**src/rtl/rgb_brightness_contrast_saturation_top_macros.svh**
```systemverilog
// assertion macros used by the rtl of the color adjust block
`ifndef RGB_BRIGHTNESS_CONTRAST_SATURATION_TOP_MACROS_SVH
`define RGB_BRIGHTNESS_CONTRAST_SATURATION_TOP_MACROS_SVH

// same-cycle implication, sampled on clk and quiet during rst
`define BCS_ASSERT_IMP(lbl, cond, prop) \
  lbl: assert property (@(posedge clk) disable iff (rst) (cond) |-> (prop)) \
    else $error("bcs same-cycle check failed");

// next-cycle implication, sampled on clk and quiet during rst
`define BCS_ASSERT_NXT(lbl, cond, prop) \
  lbl: assert property (@(posedge clk) disable iff (rst) (cond) |=> (prop)) \
    else $error("bcs next-cycle check failed");

`endif

```
**src/rtl/bcs_pkg.sv**
```systemverilog
// shared types, constants and helpers of the color adjust block
`timescale 1ns / 1ps
`default_nettype none

package bcs_pkg;

  localparam int CFG_IDX_W  = 2;
  localparam int CFG_DATA_W = 8;

  // register indexes
  localparam logic [CFG_IDX_W-1:0] REG_BRIGHTNESS = 2'd0;
  localparam logic [CFG_IDX_W-1:0] REG_CONTRAST   = 2'd1;
  localparam logic [CFG_IDX_W-1:0] REG_SATURATION = 2'd2;

  localparam logic signed [7:0] LEVEL_MIN = -8'sd100;
  localparam logic signed [7:0] LEVEL_MAX = 8'sd100;
  localparam logic [7:0]        UNITY_GAIN = 8'd100;

  // x/100 = (x * 5243) >> 19, exact for 0 <= x < 25600
  localparam logic [12:0] RECIP_100       = 13'd5243;
  localparam int          RECIP_100_SHIFT = 19;
  // x/3 = (x * 683) >> 11, exact for 0 <= x <= 765
  localparam logic [9:0]  RECIP_3         = 10'd683;
  localparam int          RECIP_3_SHIFT   = 11;

  // any total at or above this gives 255 after the divide
  localparam int SAT_NUM = 25600;

  typedef struct packed {
    logic signed [8:0] offset;         // brightness offset, -255..255
    logic [7:0]        contrast_gain;  // 100 + level, 0..200
    logic [7:0]        sat_gain;       // 100 + level, 0..200
  } cfg_t;

  // floor(num/100) clamped to a byte, num given as its reciprocal product
  function automatic logic [7:0] div100_clamp(input logic [27:0] prod,
                                              input logic        neg,
                                              input logic        sat);
    logic [7:0] res;
    res = prod[RECIP_100_SHIFT +: 8];
    if (neg) begin
      res = 8'd0;
    end else if (sat) begin
      res = 8'd255;
    end
    return res;
  endfunction

endpackage

`default_nettype wire

```
**src/rtl/bcs_cfg.sv**
```systemverilog
// configuration registers with level clamping and derived gains
`timescale 1ns / 1ps
`default_nettype none

module bcs_cfg (
  input  wire logic                            clk,
  input  wire logic                            rst,
  input  wire logic                            cfg_write,
  input  wire logic [bcs_pkg::CFG_IDX_W-1:0]   cfg_index,
  input  wire logic [bcs_pkg::CFG_DATA_W-1:0]  cfg_data,
  output bcs_pkg::cfg_t                        cfg
);

  logic signed [7:0]  raw;
  logic signed [7:0]  level;
  logic [6:0]         mag;
  logic [14:0]        mag255;
  logic [27:0]        off_prod;
  logic [7:0]         off_mag;
  logic signed [8:0]  offset_next;
  logic signed [8:0]  gain_wide;
  logic [7:0]         gain_next;
  bcs_pkg::cfg_t      cfg_q;

  always_comb begin
    raw = $signed(cfg_data);
    priority if (raw < bcs_pkg::LEVEL_MIN) begin
      level = bcs_pkg::LEVEL_MIN;
    end else if (raw > bcs_pkg::LEVEL_MAX) begin
      level = bcs_pkg::LEVEL_MAX;
    end else begin
      level = raw;
    end
    mag      = level[7] ? 7'(-level) : level[6:0];
    // mag * 255 as a shift and subtract
    mag255   = {mag, 8'b0} - 15'(mag);
    off_prod = 28'(mag255) * 28'(bcs_pkg::RECIP_100);
    off_mag  = off_prod[bcs_pkg::RECIP_100_SHIFT +: 8];
    offset_next = level[7] ? -$signed({1'b0, off_mag}) : $signed({1'b0, off_mag});
    gain_wide   = 9'($signed(level)) + $signed({1'b0, bcs_pkg::UNITY_GAIN});
    gain_next   = gain_wide[7:0];
  end

  always_ff @(posedge clk) begin
    if (rst) begin
      cfg_q.offset        <= '0;
      cfg_q.contrast_gain <= bcs_pkg::UNITY_GAIN;
      cfg_q.sat_gain      <= bcs_pkg::UNITY_GAIN;
    end else if (cfg_write) begin
      unique case (cfg_index)
        bcs_pkg::REG_BRIGHTNESS: cfg_q.offset        <= offset_next;
        bcs_pkg::REG_CONTRAST:   cfg_q.contrast_gain <= gain_next;
        bcs_pkg::REG_SATURATION: cfg_q.sat_gain      <= gain_next;
        default: ;
      endcase
    end
  end

  assign cfg = cfg_q;

endmodule

`default_nettype wire

```
**src/rtl/rgb_brightness_contrast_saturation_top.sv**
```systemverilog
// brightness, contrast and saturation adjust of an rgba pixel stream
// Usage:
//   input channel: in_valid / in_stall with in_red, in_green, in_blue, in_alpha.
//   A pixel transfers on a rising edge with in_valid high and in_stall low.
//   Output channel: out_valid / out_stall with out_red .. out_alpha, same rule.
//   Registers are written through cfg_write / cfg_index / cfg_data
//   (0 brightness, 1 contrast, 2 saturation, signed percent, clamped to
//   -100..100); write them only while no pixel is in flight.
//   Throughput is one pixel per clock while out_stall stays low: eight
//   register stages (brightness, contrast multiply, contrast divide, gray
//   sum, gray divide, saturation multiply, saturation divide, clamp) each
//   hold their own valid bit.
//   A stalled receiver freezes only the stages that are full; empty stages
//   behind it keep filling, so in_stall rises only when all eight hold pixels.
//   Reset clears all valid bits and sets every register to zero (no change).
//   Alpha rides along untouched.
`timescale 1ns / 1ps
`default_nettype none
`include "rgb_brightness_contrast_saturation_top_macros.svh"

module rgb_brightness_contrast_saturation_top (
  input  wire logic                            clk,
  input  wire logic                            rst,
  input  wire logic                            cfg_write,
  input  wire logic [bcs_pkg::CFG_IDX_W-1:0]   cfg_index,
  input  wire logic [bcs_pkg::CFG_DATA_W-1:0]  cfg_data,
  input  wire logic                            in_valid,
  output logic                                 in_stall,
  input  wire logic [7:0]                      in_red,
  input  wire logic [7:0]                      in_green,
  input  wire logic [7:0]                      in_blue,
  input  wire logic [7:0]                      in_alpha,
  output logic                                 out_valid,
  input  wire logic                            out_stall,
  output logic [7:0]                           out_red,
  output logic [7:0]                           out_green,
  output logic [7:0]                           out_blue,
  output logic [7:0]                           out_alpha
);

  bcs_pkg::cfg_t cfg;

  bcs_cfg u_cfg (
    .clk       (clk),
    .rst       (rst),
    .cfg_write (cfg_write),
    .cfg_index (cfg_index),
    .cfg_data  (cfg_data),
    .cfg       (cfg)
  );

  // pipeline control
  logic [8:1] vld;
  logic [8:1] vprev;
  logic [8:1] rdy;
  logic [8:1] ld;

  assign vprev = {vld[7:1], in_valid};

  always_comb begin
    rdy[8] = !vld[8] || !out_stall;
    for (int k = 7; k >= 1; k--) begin
      rdy[k] = !vld[k] || rdy[k+1];
    end
  end

  assign ld = rdy & vprev;

  always_ff @(posedge clk) begin
    if (rst) begin
      vld <= '0;
    end else begin
      for (int k = 1; k <= 8; k++) begin
        if (rdy[k]) begin
          vld[k] <= vprev[k];
        end
      end
    end
  end

  // stage data
  logic [7:0]         in_ch   [3];
  logic [7:0]         alpha_q [1:8];
  logic signed [9:0]  bsum    [3];
  logic [7:0]         ch1     [3];
  logic signed [9:0]  cdiff   [3];
  logic signed [19:0] cprod   [3];
  logic signed [19:0] cnum_c  [3];
  logic signed [16:0] cnum2   [3];
  logic [27:0]        cmul3   [3];
  logic               cneg3   [3];
  logic               csat3   [3];
  logic [7:0]         ch4_c   [3];
  logic [7:0]         ch4     [3];
  logic [9:0]         sum4;
  logic [9:0]         sum4_q;
  logic [7:0]         ch5     [3];
  logic [18:0]        gmul5;
  logic [7:0]         gray;
  logic signed [9:0]  sdiff   [3];
  logic signed [19:0] snum_c  [3];
  logic signed [17:0] snum6   [3];
  logic [27:0]        smul7   [3];
  logic               sneg7   [3];
  logic               ssat7   [3];
  logic [7:0]         ch8     [3];

  assign in_ch[0] = in_red;
  assign in_ch[1] = in_green;
  assign in_ch[2] = in_blue;

  always_comb begin
    gray = gmul5[bcs_pkg::RECIP_3_SHIFT +: 8];
    for (int i = 0; i < 3; i++) begin
      bsum[i]   = $signed({2'b00, in_ch[i]}) + 10'(cfg.offset);
      cdiff[i]  = $signed({2'b00, ch1[i]}) - 10'sd128;
      cprod[i]  = cdiff[i] * $signed({2'b00, cfg.contrast_gain});
      cnum_c[i] = cprod[i] + 20'sd12800;
      ch4_c[i]  = bcs_pkg::div100_clamp(cmul3[i], cneg3[i], csat3[i]);
      sdiff[i]  = $signed({2'b00, ch5[i]}) - $signed({2'b00, gray});
      snum_c[i] = sdiff[i] * $signed({2'b00, cfg.sat_gain})
                + $signed(20'(gray) * 20'd100);
    end
    sum4 = 10'(ch4_c[0]) + 10'(ch4_c[1]) + 10'(ch4_c[2]);
  end

  // alpha shift line
  always_ff @(posedge clk) begin
    if (ld[1]) begin
      alpha_q[1] <= in_alpha;
    end
    for (int k = 2; k <= 8; k++) begin
      if (ld[k]) begin
        alpha_q[k] <= alpha_q[k-1];
      end
    end
  end

  // brightness: add offset and clamp
  always_ff @(posedge clk) begin
    if (ld[1]) begin
      for (int i = 0; i < 3; i++) begin
        priority if (bsum[i] < 10'sd0) begin
          ch1[i] <= 8'd0;
        end else if (bsum[i] > 10'sd255) begin
          ch1[i] <= 8'd255;
        end else begin
          ch1[i] <= bsum[i][7:0];
        end
      end
    end
  end

  // contrast total about mid gray
  always_ff @(posedge clk) begin
    if (ld[2]) begin
      for (int i = 0; i < 3; i++) begin
        cnum2[i] <= cnum_c[i][16:0];
      end
    end
  end

  // contrast divide by 100
  always_ff @(posedge clk) begin
    if (ld[3]) begin
      for (int i = 0; i < 3; i++) begin
        cmul3[i] <= 28'(cnum2[i][14:0]) * 28'(bcs_pkg::RECIP_100);
        cneg3[i] <= cnum2[i][16];
        csat3[i] <= cnum2[i] >= 17'(bcs_pkg::SAT_NUM);
      end
    end
  end

  // contrast clamp and channel sum
  always_ff @(posedge clk) begin
    if (ld[4]) begin
      ch4  <= ch4_c;
      sum4_q <= sum4;
    end
  end

  // gray = sum / 3
  always_ff @(posedge clk) begin
    if (ld[5]) begin
      ch5   <= ch4;
      gmul5 <= 19'(sum4_q) * 19'(bcs_pkg::RECIP_3);
    end
  end

  // saturation total about gray
  always_ff @(posedge clk) begin
    if (ld[6]) begin
      for (int i = 0; i < 3; i++) begin
        snum6[i] <= snum_c[i][17:0];
      end
    end
  end

  // saturation divide by 100
  always_ff @(posedge clk) begin
    if (ld[7]) begin
      for (int i = 0; i < 3; i++) begin
        smul7[i] <= 28'(snum6[i][14:0]) * 28'(bcs_pkg::RECIP_100);
        sneg7[i] <= snum6[i][17];
        ssat7[i] <= snum6[i] >= 18'(bcs_pkg::SAT_NUM);
      end
    end
  end

  // final clamp into the output register
  always_ff @(posedge clk) begin
    if (ld[8]) begin
      for (int i = 0; i < 3; i++) begin
        ch8[i] <= bcs_pkg::div100_clamp(smul7[i], sneg7[i], ssat7[i]);
      end
    end
  end

  assign in_stall  = !rdy[1];
  assign out_valid = vld[8];
  assign out_red   = ch8[0];
  assign out_green = ch8[1];
  assign out_blue  = ch8[2];
  assign out_alpha = alpha_q[8];

  // an input transfer always lands in the first stage
  `BCS_ASSERT_NXT(a_in_lands, in_valid && !in_stall, vld[1])
  // the fourth stage only holds back when it and the fifth stage are both full
  `BCS_ASSERT_IMP(a_stall_full, !rdy[4], vld[4] && vld[5] && !rdy[5])
  // a blocked mid stage keeps its pixel
  `BCS_ASSERT_NXT(a_mid_hold, vld[4] && !rdy[4], vld[4] && $stable(sum4_q))

endmodule

`default_nettype wire

```
**config.mk**
```make
export PLATFORM = sky130hd
export DESIGN_NAME = rgb_brightness_contrast_saturation_top
export DESIGN_NICKNAME = d
export VERILOG_FILES = /design/src/rtl/bcs_pkg.sv /design/src/rtl/bcs_cfg.sv /design/src/rtl/rgb_brightness_contrast_saturation_top.sv
export VERILOG_INCLUDE_DIRS = /design/src /design/src/rtl
export SDC_FILE = /design/constraint.sdc
export NUM_CORES = 2
export LEC_CHECK = 0
export ABC_AREA = 0
export BUFFER_PORTS_ARGS = -buffer_cell sky130_fd_sc_hd__buf_2
export CORE_MARGIN = 1
export CORE_UTILIZATION = 50
export DETAILED_ROUTE_END_ITERATION = 10
export PLACE_DENSITY_LB_ADDON = 0.12
export SYNTH_ARGS = -nofsm -noshare
export SYNTH_HDL_FRONTEND = slang
export SYNTH_SLANG_ARGS = --single-unit
```
**constraint.sdc**
```tcl
create_clock -name clk -period 11.12 [get_ports clk]
set_clock_uncertainty 0.15 [all_clocks]
set_input_delay 2.224 -clock clk [delete_from_list [all_inputs] [get_ports clk]]
set_output_delay 2.224 -clock clk [all_outputs]
set_load 0.02 [all_outputs]
```
# Word-level counts from Yosys, hierarchy flattened
# Memories as Yosys holds them, arrays and structs flattened.
# Cells that the tools add are included.
[word_totals] ramBits=397 ff_bits=110 elab_cells=185 out_inout_bits=34 mem_count=11 inputBits=47
[classes] addsub=21 bitwise_logic=7 mul=15 magnitude_cmp=14 n_reduce_logical=22 eq_ne=2 n_mux=74
[memory_table] memory="cmul3" words=3 width=28 read_ports=3 rd_ports_with_merged_regs=0 wr=3 line_no="rgb_brightness_contrast_saturation_top.sv:90" text="logic [27:0] cmul3 [3];"
[memory_table] memory="smul7" words=3 width=28 read_ports=3 rd_ports_with_merged_regs=0 wr=3 line_no="rgb_brightness_contrast_saturation_top.sv:103" text="logic [27:0] smul7 [3];"
[memory_table] memory="alpha_q" words=8 width=8 read_ports=8 rd_ports_with_merged_regs=0 wr=8 line_no="rgb_brightness_contrast_saturation_top.sv:83" text="logic [7:0] alpha_q [1:8];"
[memory_table] memory="snum6" words=3 width=18 read_ports=3 rd_ports_with_merged_regs=0 wr=3 line_no="rgb_brightness_contrast_saturation_top.sv:102" text="logic signed [17:0] snum6 [3];"
[memory_table] memory="cnum2" words=3 width=17 read_ports=3 rd_ports_with_merged_regs=0 wr=3 line_no="rgb_brightness_contrast_saturation_top.sv:89" text="logic signed [16:0] cnum2 [3];"
[memory_table] memory="ch1" words=3 width=8 read_ports=3 rd_ports_with_merged_regs=0 wr=3 line_no="rgb_brightness_contrast_saturation_top.sv:85" text="logic [7:0] ch1 [3];"
[memory_table] memory="5 more memories"
[op_table] op="8-bit 2-to-1 mux" count=23
[op_table] op="15-bit by 13-bit multiplier with 28-bit output (second input constant)" count=6
[op_table] op="18-bit by 16-bit adder with 18-bit output" count=3
[op_table] op="18-bit by 16-bit greater-or-equal comparator with 1-bit output (second input constant)" count=3
[op_table] op="9-bit by 9-bit multiplier with 18-bit output" count=3
[op_table] op="17-bit by 15-bit adder with 17-bit output (second input constant)" count=3
[op_table] op="17-bit by 16-bit greater-or-equal comparator with 1-bit output (second input constant)" count=3
[op_table] op="9-bit by 9-bit multiplier with 17-bit output" count=3
[op_table] op="1-bit 2-to-1 mux" count=49
[op_table] op="9-bit by 9-bit adder with 10-bit output" count=3
[op_table] op="10-bit by 9-bit greater-than comparator with 1-bit output (second input constant)" count=3
[op_table] op="10-bit by 1-bit < comparator with 1-bit output (second input constant)" count=3
[op_table] op="15-bit by 13-bit multiplier with 27-bit output (second input constant)" count=1
[op_table] op="8-bit by 8-bit subtractor with 9-bit output" count=3
[op_table] op="8-bit by 8-bit subtractor with 9-bit output (second input constant)" count=3
[op_table] op="10-bit by 10-bit multiplier with 19-bit output (second input constant)" count=1
[op_table] op="15-bit by 7-bit subtractor with 15-bit output" count=1
[op_table] op="8-bit by 5-bit multiplier with 13-bit output (second input constant)" count=1
[op_table] op="9-bit by 8-bit adder with 10-bit output" count=1
[op_table] op="1-bit logical NOT" count=10
[op_table] op="8-bit by 8-bit adder with 9-bit output" count=1
[op_table] op="9-bit 2-to-1 mux" count=1
[op_table] op="8-bit negation with 9-bit output" count=1
[op_table] op="8-bit adder (second input constant)" count=1
[op_table] op="other kinds (11)" count=25

# Depth between registers and ports, before layout
[logic_depth] depth_word=14 ltp_mapped=41 depth_no_buf=38

# Hierarchy
# A second synthesis with hierarchy kept.
[unflattened] cells_unflattened=5756 hier_area_um2=60133.9
[modules_own_cells] module="rgb_brightness_contrast_saturation_top" seq_area_each_um2=10460.0 cells_each=5119 n_inst=1 area_each_um2=54499.8
[modules_own_cells] module="bcs_cfg" seq_area_each_um2=500.5 cells_each=637 n_inst=1 area_each_um2=5634.2

# Least setup slack after synthesis
# Ideal clock, no wire load.
[synth_path] path_kind="in2reg" start="in cfg_data[7] in the netlist's numbering" end="reg u_cfg.cfg_q, in the netlist u_cfg.cfg[22]" t_arrival_ns=9.947 path_buffers=4 cell_stages=39 setup_slack_ns=0.937 required_ns=10.884 setup_ns=0.086 path_cell_list="clkbuf_1 > clkbuf_1 > clkbuf_1 > a21oi_1 > o21ai_0 > inv_1 > ha_1 > nand2_1 > o211ai_1 > o311a_1 > and2b_1 > and2_1 > clkbuf_1 > nand2_1 > xnor2_1 > ha_1 > inv_1 > fa_1 > (+3 left out) > inv_1 > fa_1 > inv_1 > ha_1 > a21o_1 > a21oi_1 > o211ai_1 > o211ai_1 > a21oi_1 > xor2_1 > inv_1 > ha_1 > o221a_2 > a311oi_1 > a21oi_1 > nor2_1 > xnor2_1 > a211oi_1"
[synth_between] elab_chain_cells=9 elab_cells_between_ends=10 classes_between="add/sub (3); mul (1); order compare (2); mux (4)"
[synth_rtl] element="start, declared" line_no="rgb_brightness_contrast_saturation_top.sv:26" text="input wire logic [bcs_pkg::CFG_DATA_W-1:0] cfg_data,"
[synth_rtl] element="8-bit greater-than comparator" line_no="bcs_cfg.sv:29" text="end else if (raw > bcs_pkg::LEVEL_MAX) begin"
[synth_rtl] element="8-bit 2-to-1 mux" line_no="bcs_cfg.sv:29"
[synth_rtl] element="8-bit 2-to-1 mux *" line_no="bcs_cfg.sv:27" text="priority if (raw < bcs_pkg::LEVEL_MIN) begin"
[synth_rtl] element="7-bit negation" line_no="bcs_cfg.sv:34" text="mag = level[7] ? 7'(-level) : level[6:0];"
[synth_rtl] element="7-bit 2-to-1 mux" line_no="bcs_cfg.sv:34"
[synth_rtl] element="15-bit by 7-bit subtractor with 15-bit output" line_no="bcs_cfg.sv:36" text="mag255 = {mag, 8'b0} - 15'(mag);"
[synth_rtl] element="15-bit by 13-bit multiplier with 27-bit output" line_no="bcs_cfg.sv:37" text="off_prod = 28'(mag255) * 28'(bcs_pkg::RECIP_100);"
[synth_rtl] element="8-bit negation with 9-bit output" line_no="bcs_cfg.sv:39" text="offset_next = level[7] ? -$signed({1'b0, off_mag}) : $signed({1'b0, off_mag});"
[synth_rtl] element="9-bit 2-to-1 mux *" line_no="bcs_cfg.sv:39"
[synth_rtl] element="end, declared" line_no="bcs_cfg.sv:23" text="bcs_pkg::cfg_t cfg_q;"
# Mark *: on every way between the ends. The rest lies on a longest branch, timed or not.
# A chain may end at the register's enable or synchronous reset.

# Worst setup path in the final report
[layout_path] start="in cfg_data[4] in the netlist's numbering" end="reg u_cfg.cfg_q, in the netlist u_cfg.cfg[22]"
# Same word-level chain as after synthesis.

==> run summary <==
The core occupancy in the finished layout was 0.538; the quantity of I/O buffers inserted on ports was 80. During synthesis, Yosys emitted a total of 0 warnings. The proportion of netlist area held by the largest area contributor came out at 0.306. Counting flops and latches in the post-synthesis netlist gives 376.

Timing analysis after detailed placement gives a worst setup slack of 82.7 ps. Portion of the clock cycle consumed by the worst path in the final layout: 0.925. The path depth of the worst reg2reg path works out to 27. The count of pins over their slew limit is 0, and the first-pass iteration count of the detailed router is 5.

The min-delay analysis places its worst path in the category reg2reg. The number of buffers added by the clock tree synthesis step came out at 47. The synthesized netlist cell count was 5784; the leftover overflow at the end of global routing was 0. Yosys mapped a number of flops with a built-in enable equal to 343. The run gives 7871 as the net count after synthesis. The routed design has 114000 um of wire.

Counting along the longest clock path gives a buffer depth of 3. The proportion of synthesized chip area in sequential cells was 0.183. The post-detailed-route via-to-cell ratio was 4.91.

Count of vias placed by the detailed router: 36545. The cell that appears most often on the critical path is sky130_fd_sc_hd__inv_1. For the worst setup path, the data required time is 11500 ps.

A synthesized cell averages 10.3 um2. Total routing usage reported by global routing: 0.201. Counting every sink on the clock net gives 376.

The maximum level of the CTS H-tree was 2; the hold buffer count at CTS was 0. Pin placement for this block handled 81 I/O pins. The number of global-route vias before repair was 39815; the minimum clock period was 10290 ps. The layout-stage area growth over the synthesis result came out at 6.47%.

Entering global routing, the biggest net connects 63 pins. The worst path setup slack after routing was 833 ps. The highest-delay cell along the critical path was sky130_fd_sc_hd__fa_1.

Endpoint kind of the worst setup timing path: a flop. At the end of routability-driven placement, the weighted congestion stood at 0.861. The floorplan step defined a core boundary enclosing 118000 um2. The floorplan step set the die height to 348 um. Cell taking the most area after synthesis: sky130_fd_sc_hd__fa_1. By instance count, the leading cell after synthesis is sky130_fd_sc_hd__inv_1. Counting instances in the post-synthesis netlist gives the leading cell types as 1615 x sky130_fd_sc_hd__inv_1, 1127 x sky130_fd_sc_hd__ha_1, 913 x sky130_fd_sc_hd__fa_1. The critical path ends at u_cfg.cfg[22]. The later pin in the worst-skew pair is clocked with a latency of 610 ps. The startpoint type of the worst setup path is a primary input. Number of nets with antenna violations after routing: 0. The most common flop cell mapped by yosys was sky130_fd_sc_hd__edfxtp_1.

Tracing the worst setup path back leads to its startpoint at cfg_data[4]. The wire length per cell after detailed routing came out at 15.3 um. The flow ran to the end, and the final reports show no timing, DRC or antenna violations. The worst register-to-register path begins at gmul5[12]. DRC violations left: 0.

In this run the critical register-to-register path is captured at snum6[0][35]. At the pin with the least slew margin, the transition time is 1080 ps. The accumulated negative setup slack was 0 ps; the initial detailed-routing violation count was 1133. The final count of hold timing violations is 0, and the data arrival time of the worst path is 10660 ps.

The post-synthesis instance area was 59700 um2. The root buffer cell chosen for the clock tree is sky130_fd_sc_hd__clkbuf_16. The number of diodes added for antenna fixing is 0. The worst register-to-register path has a setup slack of 2910 ps.

The floorplan step defined a die boundary enclosing 121000 um2. TritonCTS built the clock tree. The top achievable clock speed was 0.0972 GHz; the largest fanout on the critical path was 12.

Summed over all nets, the half-perimeter wirelength after detailed placement is 98500 um. The category of the critical setup timing path is in2reg. The run gives 197000 um as the wire length of the first global-routing pass. The ratio of cells with drive above 1 in the final layout was 0.0391; the initial antenna violation count was 0.

The horizontal extent of the die was 348 um; the number of nets in the layout was 7952. Row generation in the floorplan step produced 126 rows. The starting density of the core is 0.505, and the longest individual stage delay on the worst path is 550 ps. By area the synthesized netlist is led by sky130_fd_sc_hd__fa_1 31%, sky130_fd_sc_hd__ha_1 24%, sky130_fd_sc_hd__edfxtp_1 17%, sky130_fd_sc_hd__inv_1 10%, sky130_fd_sc_hd__xnor2_1 2.8%. Setup repair after global routing left no endpoint under its margin. After clock tree synthesis, the clock-pin slew on the worst setup and hold paths is 60 ps.

The layout has 10705 filler cells. The logs give 0.278 for the worst max-slew margin expressed relative to the limit and 0 for the max capacitance violation total. Synthesis instantiated 73 different standard cells from the library. The proportion of register bits with asynchronous set or reset after synthesis was 0. Setup violations remaining at the end of the flow were counted as 0.
## metal layers
metal | vias to the layer above | GRT usage | part of all wire
met4 | 0 | 0.0361 | 0.017
met5 | - | 0 | 0
met3 | 109 | 0.0177 | 0.021
li1 | 18183 | - | -
met2 | 295 | 0.364 | 0.51
met1 | 17958 | 0.262 | 0.46
## worst max-delay path: cells and delay by family
family	cells	cell delay, ps
buffers and inverters	8	840
AOI/OAI and AO/OA	10	2570
and+or+nand+nor	7	1070
adders and majority gates	8	3280
xor gates and xnor gates	3	390
muxes	1	290
## cells by family (layout without fill, tap and decap cells)
logic type               count (synthesis)  in the layout  synth area share
XOR/XNOR                               247            247            0.0363
AO/OA/AOI/OAI                          522            522            0.0564
adder cells (fa/ha/maj)               2040           2040             0.542
flip-flops                             376            376             0.183
buffers and inverters                 1694           1814             0.107
AND/OR/NAND/NOR                        898            898            0.0733
multiplexers                             7              7           0.00128
## flip-flops by register name, summed over array words and instances (netlist names), 10 cells and up
name       flops
alpha_q       64
snum6         54
cnum2         51
ch5           24
ch1           24
cmul3         24
ch8           24
sum4_q        10
ch4           24
u_cfg.cfg     25
smul7         24
## layout by cell type, fill, tap and decap left out, types with 5 or more instances in the layout
cell type                   Yosys  layout
sky130_fd_sc_hd__clkbuf_16      0      49
sky130_fd_sc_hd__o21ai_0       77      77
sky130_fd_sc_hd__a211o_1       12      12
sky130_fd_sc_hd__o41ai_1        6       6
sky130_fd_sc_hd__nor2b_1       53      50
sky130_fd_sc_hd__or3_1          8       8
sky130_fd_sc_hd__xnor2_1      188     188
sky130_fd_sc_hd__and4_1         5       5
sky130_fd_sc_hd__clkinv_2       0      10
sky130_fd_sc_hd__o21bai_1      40      40
sky130_fd_sc_hd__nor4_1         5       5
sky130_fd_sc_hd__a31o_2         7       7
sky130_fd_sc_hd__edfxtp_1     343     343
sky130_fd_sc_hd__buf_4          9      31
sky130_fd_sc_hd__dfxtp_1       33      33
sky130_fd_sc_hd__buf_2          2      80
sky130_fd_sc_hd__and3_1        15      15
sky130_fd_sc_hd__nor3_1        36      36
sky130_fd_sc_hd__nand2_1      243     242
sky130_fd_sc_hd__nor2_1       238     237
sky130_fd_sc_hd__or2_2         12      12
sky130_fd_sc_hd__nand3_1       22      22
sky130_fd_sc_hd__mux2i_1        5       5
sky130_fd_sc_hd__fa_1         913     913
sky130_fd_sc_hd__and2_1       202     202
sky130_fd_sc_hd__xor2_1        58      58
sky130_fd_sc_hd__nand4_1       14      14
sky130_fd_sc_hd__o211ai_1      11      11
sky130_fd_sc_hd__a21oi_1      186     186
sky130_fd_sc_hd__a21o_1        78      78
sky130_fd_sc_hd__a31oi_1        9       8
sky130_fd_sc_hd__inv_1       1615    1615
sky130_fd_sc_hd__inv_6          0       5
sky130_fd_sc_hd__o21a_1        27      27
sky130_fd_sc_hd__clkbuf_1      67       7
sky130_fd_sc_hd__a211oi_1      17      17
sky130_fd_sc_hd__nand2b_1      32      32
sky130_fd_sc_hd__ha_1        1127    1127
## layout make-up
| type | instances | area (um2) | share of cell area |
|---|---|---|---|
| multi-input cells | 3714 | 42500 | 0.667 |
| flip-flops and latches | 376 | 11000 | 0.172 |
| inverters | 1615 | 6060 | 0.0953 |
| well taps | 1536 | 1920 | 0.0302 |
| clock buffers | 59 | 1290 | 0.0203 |
| repair buffers | 111 | 633 | 0.00995 |
| clock inverters | 29 | 279 | 0.00439 |
## worst min-delay path by stage
stage / startpoint / endpoint / slack (ps) / cells past startpoint
floorplan: alpha_q[0][8] / alpha_q[0][16] / 250 / 0
global placement: alpha_q[0][38] / alpha_q[0][46] / 250 / 0
detailed placement: alpha_q[0][12] / alpha_q[0][20] / 250 / 0
CTS: alpha_q[0][58] / alpha_q[0][66] / 270 / 0
global route: alpha_q[0][57] / alpha_q[0][65] / 270 / 0
finish: alpha_q[0][24] / alpha_q[0][32] / 270 / 0
## repair_timing
action                     4_1_cts  5_1_grt
gates resized for setup          0        3
setup buffers                    0        0
setup endpoints to repair        0        3
## through the flow
step	hold WS (ps)	cell area [um2]	cells
CTS	266	63600	7440
finish	266	63600	7440
global route	269	63600	7440
detailed placement	255	62000	7352
global placement	251	62000	7352
floorplan	250	59700	5784
Power is not shown: default switching activity piles up to over one toggle a cycle in this logic, so the estimate is an artifact.
